## config.mk

```make
export PLATFORM = sky130hd
export DESIGN_NAME = json_string_escaper_flat
export DESIGN_NICKNAME = d
export VERILOG_FILES = /design/src/rtl/jse_pkg.sv /design/src/rtl/jse_in_if.sv /design/src/rtl/jse_out_if.sv /design/src/rtl/json_string_escaper.sv /design/src/rtl/jse_escape_unit.sv /design/src/flat_wrapper.sv
export SDC_FILE = /design/constraint.sdc
export NUM_CORES = 1
export LEC_CHECK = 0
export BUFFER_PORTS_ARGS = -buffer_cell sky130_fd_sc_hd__buf_2
export CAP_MARGIN = 20
export CORE_ASPECT_RATIO = 0.8
export CORE_MARGIN = 5
export CORE_UTILIZATION = 46
export CTS_BUF_LIST = sky130_fd_sc_hd__clkbuf_8 sky130_fd_sc_hd__clkbuf_16
export DETAILED_ROUTE_END_ITERATION = 10
export PLACE_DENSITY_LB_ADDON = 0.2
export SLEW_MARGIN = 10
export SYNTH_ARGS = -nofsm -noshare
export SYNTH_HDL_FRONTEND = slang
export SYNTH_SLANG_ARGS = --single-unit
```

## constraint.sdc

```tcl
create_clock -name clk -period 6.3 [get_ports clk]
set_input_delay 1.26 -clock clk [delete_from_list [all_inputs] [get_ports clk]]
set_output_delay 1.26 -clock clk [all_outputs]
set_load 0.01 [all_outputs]
```

## src/rtl/jse_pkg.sv

```systemverilog
`timescale 1ns / 1ps
`default_nettype none
// jse_pkg: shared types, character codes and helpers for the json string escaper
// depends on nothing; used by the interfaces, jse_escape_unit and json_string_escaper

package jse_pkg;

    localparam int BYTE_W    = 8;
    localparam int CAP_W     = 16;
    localparam int SEQ_MAX   = 6;
    localparam int LEN_W     = $clog2(SEQ_MAX + 1);
    localparam int DATA_W    = 32;
    localparam int PADDR_W   = 3;

    localparam logic [CAP_W-1:0] CAP_RESET    = 16'd256;
    localparam logic [CAP_W-1:0] MIN_CAPACITY = 16'd7;
    localparam logic [BYTE_W-1:0] CTRL_LIMIT  = 8'h20;
    localparam logic [3:0]       NIBBLE_MASK  = 4'hF;

    // register index taken from paddr[PADDR_W-1:2]
    localparam logic REG_OUT_CAPACITY = 1'b0;

    localparam logic [BYTE_W-1:0] CHAR_NUL       = 8'h00;
    localparam logic [BYTE_W-1:0] CHAR_BACKSPACE = 8'h08;
    localparam logic [BYTE_W-1:0] CHAR_TAB       = 8'h09;
    localparam logic [BYTE_W-1:0] CHAR_LF        = 8'h0A;
    localparam logic [BYTE_W-1:0] CHAR_FF        = 8'h0C;
    localparam logic [BYTE_W-1:0] CHAR_CR        = 8'h0D;
    localparam logic [BYTE_W-1:0] CHAR_QUOTE     = 8'h22;
    localparam logic [BYTE_W-1:0] CHAR_ZERO      = 8'h30;
    localparam logic [BYTE_W-1:0] CHAR_BACKSLASH = 8'h5C;
    localparam logic [BYTE_W-1:0] CHAR_LOWER_B   = 8'h62;
    localparam logic [BYTE_W-1:0] CHAR_LOWER_F   = 8'h66;
    localparam logic [BYTE_W-1:0] CHAR_LOWER_N   = 8'h6E;
    localparam logic [BYTE_W-1:0] CHAR_LOWER_R   = 8'h72;
    localparam logic [BYTE_W-1:0] CHAR_LOWER_T   = 8'h74;
    localparam logic [BYTE_W-1:0] CHAR_LOWER_U   = 8'h75;
    localparam logic [BYTE_W-1:0] HEX_ALPHA_BASE = 8'h37;

    typedef logic [SEQ_MAX-1:0][BYTE_W-1:0] seq_t;

    typedef struct packed {
        logic [LEN_W-1:0] len;
        seq_t             seq;
        logic             is_end;
        logic [CAP_W-1:0] count_next;
    } esc_result_t;

    // uppercase hex digit of a nibble
    function automatic logic [BYTE_W-1:0] hex_digit(input logic [3:0] nib);
        logic [BYTE_W-1:0] wide;
        begin
            wide = {{(BYTE_W-4){1'b0}}, nib};
            if (nib < 4'd10)
            begin
                hex_digit = CHAR_ZERO + wide;
            end
            else
            begin
                hex_digit = HEX_ALPHA_BASE + wide;
            end
        end
    endfunction

endpackage

`default_nettype wire

```

## src/rtl/jse_in_if.sv

```systemverilog
`timescale 1ns / 1ps
`default_nettype none
// jse_in_if: input request channel, one source byte or an end item
// depends on jse_pkg

interface jse_in_if;
    logic                         valid;
    logic                         ready;
    logic [jse_pkg::BYTE_W-1:0]   in_byte;
    logic                         end_of_string;

    modport source (output valid, output in_byte, output end_of_string, input ready);
    modport sink   (input valid, input in_byte, input end_of_string, output ready);
endinterface

`default_nettype wire

```

## src/rtl/jse_out_if.sv

```systemverilog
`timescale 1ns / 1ps
`default_nettype none
// jse_out_if: output request channel, one escaped byte per request
// depends on jse_pkg

interface jse_out_if;
    logic                         valid;
    logic                         ready;
    logic [jse_pkg::BYTE_W-1:0]   out_byte;
    logic                         last_of_run;
    logic                         string_end;

    modport source (output valid, output out_byte, output last_of_run, output string_end,
                    input ready);
    modport sink   (input valid, input out_byte, input last_of_run, input string_end,
                    output ready);
endinterface

`default_nettype wire

```

## src/rtl/json_string_escaper.sv

```systemverilog
`timescale 1ns / 1ps
`default_nettype none
// json_string_escaper: an input request goes through the input register, then the
// escape logic into the output burst register, which gives the first output byte.
// throughput: one input request per cycle while bytes pass through one for one and
// out_ch is ready; an n-byte escape holds the port until the burst register empties.
// reset: out_capacity 256, output count 0, input and burst registers empty.

module json_string_escaper (
    input  wire logic                          clk,
    input  wire logic                          rst_n,
    input  wire logic                          psel,
    input  wire logic                          penable,
    input  wire logic                          pwrite,
    input  wire logic [jse_pkg::PADDR_W-1:0]   paddr,
    input  wire logic [jse_pkg::DATA_W-1:0]    pwdata,
    output logic      [jse_pkg::DATA_W-1:0]    prdata,
    output logic                               pready,
    jse_in_if.sink                             in_ch,
    jse_out_if.source                          out_ch
);

    logic [jse_pkg::CAP_W-1:0]  cap_reg;
    logic [jse_pkg::CAP_W-1:0]  count_reg;
    logic                       in_valid_reg;
    logic [jse_pkg::BYTE_W-1:0] in_byte_reg;
    logic                       in_end_reg;
    jse_pkg::seq_t              seq_reg;
    jse_pkg::seq_t              seq_next;
    logic [jse_pkg::LEN_W-1:0]  left_reg;
    logic [jse_pkg::LEN_W-1:0]  left_next;
    logic                       end_reg;
    logic                       end_next;
    jse_pkg::esc_result_t       esc;
    logic                       cfg_write;
    logic                       in_fire;
    logic                       out_fire;
    logic                       move;

    assign pready    = 1'b1;
    assign cfg_write = psel && penable && pwrite && pready
                    && (paddr[jse_pkg::PADDR_W-1:2] == jse_pkg::REG_OUT_CAPACITY);
    assign prdata    = (paddr[jse_pkg::PADDR_W-1:2] == jse_pkg::REG_OUT_CAPACITY)
                     ? {{(jse_pkg::DATA_W-jse_pkg::CAP_W){1'b0}}, cap_reg} : '0;

    always_ff @(posedge clk or negedge rst_n)
    begin
        if (!rst_n)
        begin
            cap_reg <= jse_pkg::CAP_RESET;
        end
        else if (cfg_write)
        begin
            cap_reg <= pwdata[jse_pkg::CAP_W-1:0];
        end
    end

    jse_escape_unit u_escape (
        .in_byte       (in_byte_reg),
        .end_of_string (in_end_reg),
        .count         (count_reg),
        .capacity      (cap_reg),
        .result        (esc)
    );

    assign out_fire = out_ch.valid && out_ch.ready;
    assign move     = in_valid_reg
                   && ((left_reg == '0) || ((left_reg == jse_pkg::LEN_W'(1)) && out_ch.ready));
    assign in_ch.ready = !in_valid_reg || move;
    assign in_fire     = in_ch.valid && in_ch.ready;

    always_ff @(posedge clk or negedge rst_n)
    begin
        if (!rst_n)
        begin
            in_valid_reg <= 1'b0;
        end
        else if (in_fire)
        begin
            in_valid_reg <= 1'b1;
        end
        else if (move)
        begin
            in_valid_reg <= 1'b0;
        end
    end

    always_ff @(posedge clk)
    begin
        if (in_fire)
        begin
            in_byte_reg <= in_ch.in_byte;
            in_end_reg  <= in_ch.end_of_string;
        end
    end

    always_ff @(posedge clk or negedge rst_n)
    begin
        if (!rst_n)
        begin
            count_reg <= '0;
        end
        else if (move)
        begin
            count_reg <= esc.count_next;
        end
    end

    always_comb
    begin
        seq_next  = seq_reg;
        left_next = left_reg;
        end_next  = end_reg;
        if (move)
        begin
            seq_next  = esc.seq;
            left_next = esc.len;
            end_next  = esc.is_end;
        end
        else if (out_fire)
        begin
            seq_next  = seq_reg >> jse_pkg::BYTE_W;
            left_next = left_reg - jse_pkg::LEN_W'(1);
        end
    end

    always_ff @(posedge clk or negedge rst_n)
    begin
        if (!rst_n)
        begin
            left_reg <= '0;
            end_reg  <= 1'b0;
        end
        else
        begin
            left_reg <= left_next;
            end_reg  <= end_next;
        end
    end

    always_ff @(posedge clk)
    begin
        seq_reg <= seq_next;
    end

    assign out_ch.valid       = (left_reg != '0);
    assign out_ch.out_byte    = seq_reg[0];
    assign out_ch.last_of_run = (left_reg == jse_pkg::LEN_W'(1));
    assign out_ch.string_end  = end_reg;

    a_nul_is_last: assert property (@(posedge clk) disable iff (!rst_n)
        out_ch.valid && out_ch.string_end |-> out_ch.last_of_run)
        else $error("terminating nul not marked as last byte");

    a_item_kept: assert property (@(posedge clk) disable iff (!rst_n)
        in_valid_reg && !move |=> in_valid_reg)
        else $error("held input request lost");

    a_count_cleared: assert property (@(posedge clk) disable iff (!rst_n)
        out_fire && out_ch.string_end |-> count_reg == '0)
        else $error("output count not cleared by end request");

endmodule

`default_nettype wire

```

## src/rtl/jse_escape_unit.sv

```systemverilog
`timescale 1ns / 1ps
`default_nettype none
// jse_escape_unit: maps one source byte or end item to its escape sequence,
// applies the capacity check and gives the next output count; depends on jse_pkg

module jse_escape_unit (
    input  wire logic [jse_pkg::BYTE_W-1:0] in_byte,
    input  wire logic                       end_of_string,
    input  wire logic [jse_pkg::CAP_W-1:0]  count,
    input  wire logic [jse_pkg::CAP_W-1:0]  capacity,
    output jse_pkg::esc_result_t            result
);

    logic [jse_pkg::LEN_W-1:0] raw_len;
    jse_pkg::seq_t             raw_seq;
    logic [jse_pkg::CAP_W-1:0] len_wide;
    logic                      fits;

    always_comb
    begin
        raw_seq    = '0;
        raw_seq[0] = jse_pkg::CHAR_BACKSLASH;
        raw_len    = jse_pkg::LEN_W'(2);
        priority if (in_byte == jse_pkg::CHAR_QUOTE || in_byte == jse_pkg::CHAR_BACKSLASH)
        begin
            raw_seq[1] = in_byte;
        end
        else if (in_byte == jse_pkg::CHAR_LF)
        begin
            raw_seq[1] = jse_pkg::CHAR_LOWER_N;
        end
        else if (in_byte == jse_pkg::CHAR_CR)
        begin
            raw_seq[1] = jse_pkg::CHAR_LOWER_R;
        end
        else if (in_byte == jse_pkg::CHAR_TAB)
        begin
            raw_seq[1] = jse_pkg::CHAR_LOWER_T;
        end
        else if (in_byte == jse_pkg::CHAR_BACKSPACE)
        begin
            raw_seq[1] = jse_pkg::CHAR_LOWER_B;
        end
        else if (in_byte == jse_pkg::CHAR_FF)
        begin
            raw_seq[1] = jse_pkg::CHAR_LOWER_F;
        end
        else if (in_byte < jse_pkg::CTRL_LIMIT)
        begin
            raw_seq[1] = jse_pkg::CHAR_LOWER_U;
            raw_seq[2] = jse_pkg::CHAR_ZERO;
            raw_seq[3] = jse_pkg::CHAR_ZERO;
            raw_seq[4] = jse_pkg::hex_digit(in_byte[7:4] & jse_pkg::NIBBLE_MASK);
            raw_seq[5] = jse_pkg::hex_digit(in_byte[3:0] & jse_pkg::NIBBLE_MASK);
            raw_len    = jse_pkg::LEN_W'(jse_pkg::SEQ_MAX);
        end
        else
        begin
            raw_seq[0] = in_byte;
            raw_len    = jse_pkg::LEN_W'(1);
        end
    end

    assign len_wide = {{(jse_pkg::CAP_W-jse_pkg::LEN_W){1'b0}}, raw_len};

    // capacity >= 7 guards both subtractions against wrap
    assign fits = (capacity >= jse_pkg::MIN_CAPACITY)
               && (count < capacity - jse_pkg::CAP_W'(1))
               && ((raw_len == jse_pkg::LEN_W'(1)) || (count < capacity - len_wide));

    always_comb
    begin
        result = '0;
        if (end_of_string)
        begin
            result.seq[0]     = jse_pkg::CHAR_NUL;
            result.len        = (capacity != '0) ? jse_pkg::LEN_W'(1) : '0;
            result.is_end     = 1'b1;
            result.count_next = '0;
        end
        else if (fits)
        begin
            result.seq        = raw_seq;
            result.len        = raw_len;
            result.count_next = count + len_wide;
        end
        else
        begin
            result.count_next = count;
        end
    end

endmodule

`default_nettype wire
```

## src/flat_wrapper.sv

```systemverilog
// flat-port wrapper written by rule: the top's interface ports become plain ports
module json_string_escaper_flat 
  (clk, rst_n, psel, penable, pwrite, paddr, pwdata, prdata, pready, in_ch_valid, in_ch_in_byte, in_ch_end_of_string, in_ch_ready, out_ch_valid, out_ch_out_byte, out_ch_last_of_run, out_ch_string_end, out_ch_ready);
  jse_in_if in_ch_i ();
  jse_out_if out_ch_i ();
  input  wire logic clk;
  input  wire logic rst_n;
  input  wire logic psel;
  input  wire logic penable;
  input  wire logic pwrite;
  input  wire logic [jse_pkg::PADDR_W-1:0] paddr;
  input  wire logic [jse_pkg::DATA_W-1:0] pwdata;
  output logic      [jse_pkg::DATA_W-1:0] prdata;
  output logic pready;
  input wire logic [$bits(in_ch_i.valid)-1:0] in_ch_valid;
  input wire logic [$bits(in_ch_i.in_byte)-1:0] in_ch_in_byte;
  input wire logic [$bits(in_ch_i.end_of_string)-1:0] in_ch_end_of_string;
  output wire logic [$bits(in_ch_i.ready)-1:0] in_ch_ready;
  output wire logic [$bits(out_ch_i.valid)-1:0] out_ch_valid;
  output wire logic [$bits(out_ch_i.out_byte)-1:0] out_ch_out_byte;
  output wire logic [$bits(out_ch_i.last_of_run)-1:0] out_ch_last_of_run;
  output wire logic [$bits(out_ch_i.string_end)-1:0] out_ch_string_end;
  input wire logic [$bits(out_ch_i.ready)-1:0] out_ch_ready;
  assign in_ch_i.valid = in_ch_valid;
  assign in_ch_i.in_byte = in_ch_in_byte;
  assign in_ch_i.end_of_string = in_ch_end_of_string;
  assign in_ch_ready = in_ch_i.ready;
  assign out_ch_valid = out_ch_i.valid;
  assign out_ch_out_byte = out_ch_i.out_byte;
  assign out_ch_last_of_run = out_ch_i.last_of_run;
  assign out_ch_string_end = out_ch_i.string_end;
  assign out_ch_i.ready = out_ch_ready;
  json_string_escaper u_core (.clk(clk), .rst_n(rst_n), .psel(psel), .penable(penable), .pwrite(pwrite), .paddr(paddr), .pwdata(pwdata), .prdata(prdata), .pready(pready), .in_ch(in_ch_i), .out_ch(out_ch_i));
endmodule
```

==> key figures <==
Outcome
  • Status: complete, no violations

Setup path
  • Crit path required time: 6.46 ns
  • Critical path peak fanout: 15
  • Kind of critical path: reg -> reg
  • Startpoint types: flip-flop
  • Worst Path Arrival: 5.90 ns
  • Critical path capture point type: flip-flop

Global route
  • GRT Util Overall: 17.3%
  • Antenna violations before repair: 0
  • First-pass GRT wire length: 21.1 mm
  • Vias in the first global route: 4203
  • Total grt overflow: 0
  • Largest net degree at the start of global routing: 47

Place
  • I/O Buffers: 60
  • Post-DP HPWL: 9.53 mm
  • RD Place Congestion: 0.826
  • Placed cell area: 6140 sq um

Logic synthesis
  • Mapped Area: 5840 sq um
  • Synthesized flop and latch total: 90
  • Post-synth top area share: 27.2%
  • Synth Area per Inst: 10.1 sq um
  • Leading area contributor after synthesis: edfxtp_1
  • Async SR Flop Fraction: 41.1%
  • Synth area leaders: edfxtp_1 27%, dfrtp_1 15%, ha_1 10%
  • Synth Flop Type: edfxtp_1
  • Top-count cell post-synth: nand2_1
  • Number of synthesized flops with an enable pin: 53
  • Yosys cell types: 63
  • Synth top cells by count: 62 x nand2_1, 53 x edfxtp_1, 49 x ha_1
  • Post-synthesis sequential area ratio: 43.1%
  • YS warnings: 0
  • Cells after Synth: 581

Die
  • Core area: 12300 sq um
  • Starting Density: 47.5%
  • I/O pins: 96
  • Placement Rows: 36
  • Die H: 111 microns
  • Die Span X: 136 microns
  • Full die area: 15100 sq um

Clock network
  • CTS clk-pin slew, worst paths: 0.06 ns
  • Clock latency on the worst-skew pair: 0.34 ns
  • Deepest clock path buffer count: 2
  • Setup Fix Bufs, Post-CTS: 0
  • CTS buffer count: 9
  • Post-CTS resize count: 0
  • CTS H-tree depth: 3
  • CTS tree: done
  • Root Buffer: clkbuf_16
  • CTS sink cnt: 90
  • Hold_buf cts: 0

Layout
  • Fraction of layout cells with a size suffix above 1: 17.4%
  • Ant. Diodes: 0
  • Area Growth Syn to Fin: 9.66%
  • Fillcell total: 1127
  • Max FFs per register: 36
  • # nets final: 723
  • Design area: 6410 sq um
  • Area of the multi-input gates: 2960 sq um
  • Register cell area after layout: 2520 sq um

STA
  • RSZ-0062 raised after global routing: no
  • Tmin final: 5.74 ns
  • Slew Viols, Final: 0
  • Endpoints failing hold: 0
  • Fin crit share: 91.1%
  • Final Skew: 0.00803 ns
  • F_max: 174 MHz
  • Setup TNS: 0 ns
  • Slew at the pin with the worst max-slew slack: 0.856 ns
  • Max_slew headroom: 41.4%
  • Final setup vio count: 0

Route
  • Vias per cell: 5.45
  • Final wirelength: 12.8 mm
  • Antenna Violating Nets Remaining: 0
  • Via count: 4341
  • DRT Pass-1 Iters: 5
  • Wire per inst: 16.1 microns
  • Drt drc: 0
  • Iteration-0 DRC Markers: 283

Pwr
  • Max VDD drop: 0.202 mV
  • PD cells: 374 nW/um^2
  • Power, Total: 2400 uW
  • Leak: 0.00275 uW

Flow run
  • Max_cap viols: 0

Hold path
  • Worst hold-check path type: reg -> reg
-- stage by stage --
stage	hold WS [ns]	util [%]	std cells	setup slack [ns]
floorplan	0.484	-	597	1.31
global placement	0.493	50.0	781	0.666
detailed placement	0.500	50.0	781	0.590
CTS	0.514	52.1	797	0.563
global route	0.528	52.1	797	0.254
finish	0.514	52.1	797	0.558
-- worst paths after layout --
kind | from | to | slack [ns] | depth (start not counted)
max | u_core.in_byte_reg[0]$_DFFE_PP_ | u_core.seq_reg[41]$_SDFFCE_PP0P_ | 0.56 | 23
min | u_core.seq_reg[36]$_DFFE_PP_ | u_core.seq_reg[28]$_DFFE_PP_ | 0.51 | 2
max reg2reg | u_core.in_byte_reg[0]$_DFFE_PP_ | u_core.seq_reg[41]$_SDFFCE_PP0P_ | 0.56 | 23
min reg2reg | u_core.seq_reg[36]$_DFFE_PP_ | u_core.seq_reg[28]$_DFFE_PP_ | 0.51 | 2
max in group asynchronous | rst_n | u_core.in_valid_reg$_DFFE_PN0P_ | 4.71 | 1
min in group asynchronous | rst_n | u_core.cap_reg[11]$_DFFE_PN0P_ | 1.03 | 1
-- logic make-up (layout without fill, tap and decap cells) --
group,Yosys count,in the layout,share of synthesized area (%)
other,2,18,0.129
AND/OR/NAND/NOR,212,212,19.0
adder cells (fa/ha/maj),51,51,11.2
buffers and inverters,77,106,7.32
flip-flops,90,90,43.1
multiplexers,19,19,3.62
AO/OA/AOI/OAI,100,100,11.2
XOR/XNOR,30,30,4.50
-- metal layers --
layer	track usage, %	routed length, microns
met1	26.9	6560
met2	23.4	5260
met3	4.54	855
met4	4.63	161
met5	0	0
-- power by group --
group | internal (uW) | switching (uW) | total, uW
Clock | 263 | 221 | 485
Combinational | 352 | 528 | 881
Sequential | 896 | 135 | 1030
-- area by class of cell --
class	instances	share of cell area, %
Multi-Input combinational cell	430	46.2
Sequential cell	90	39.3
Timing Repair Buffer	69	5.74
Clock buffer	9	3.51
Tap cell	171	3.34
Inverter	21	1.31
Clock inverter	7	0.586
-- cell usage in the layout (no fill, tap or decap), types with 3 or more instances in the layout --
cell type | Yosys | final
a21oi_1 | 32 | 32
ha_1 | 49 | 49
o31ai_1 | 11 | 11
a32o_1 | 6 | 6
buf_2 | 2 | 60
clkbuf_16 | 0 | 9
mux2_2 | 17 | 17
xnor2_1 | 14 | 14
conb_1 | 2 | 18
nor2b_1 | 24 | 24
nand4_1 | 10 | 10
buf_4 | 25 | 9
o21ai_0 | 22 | 22
nor3_1 | 13 | 13
nor4_1 | 3 | 3
nand2b_1 | 5 | 5
or3_1 | 4 | 4
dfrtp_1 | 36 | 36
inv_1 | 20 | 22
nand3_1 | 11 | 11
nor2_1 | 34 | 34
nand2_1 | 62 | 62
edfxtp_1 | 53 | 53
and2_1 | 16 | 16
or4_1 | 14 | 14
and3_1 | 4 | 4
xor2_1 | 16 | 16
-- critical path: stages, from the launching register on --
cell,delay (ns)
edfxtp_1,0.51
inv_1,0.14
ha_1,0.21
nor2b_1,0.16
and4b_4,0.22
or2_1,0.25
or3_1,0.40
buf_4,0.20
clkinv_4,0.11
ha_1,0.20
nor2b_1,0.05
o21ai_0,0.20
nand2_1,0.14
nor3_1,0.15
buf_4,0.17
nand3_1,0.10
xor2_1,0.17
ha_1,0.32
a21oi_1,0.17
o21a_1,0.16
a2bb2oi_1,0.19
a31oi_2,0.17
or4_1,0.81
a211oi_1,0.35
(Power assumes the default switching activity.)
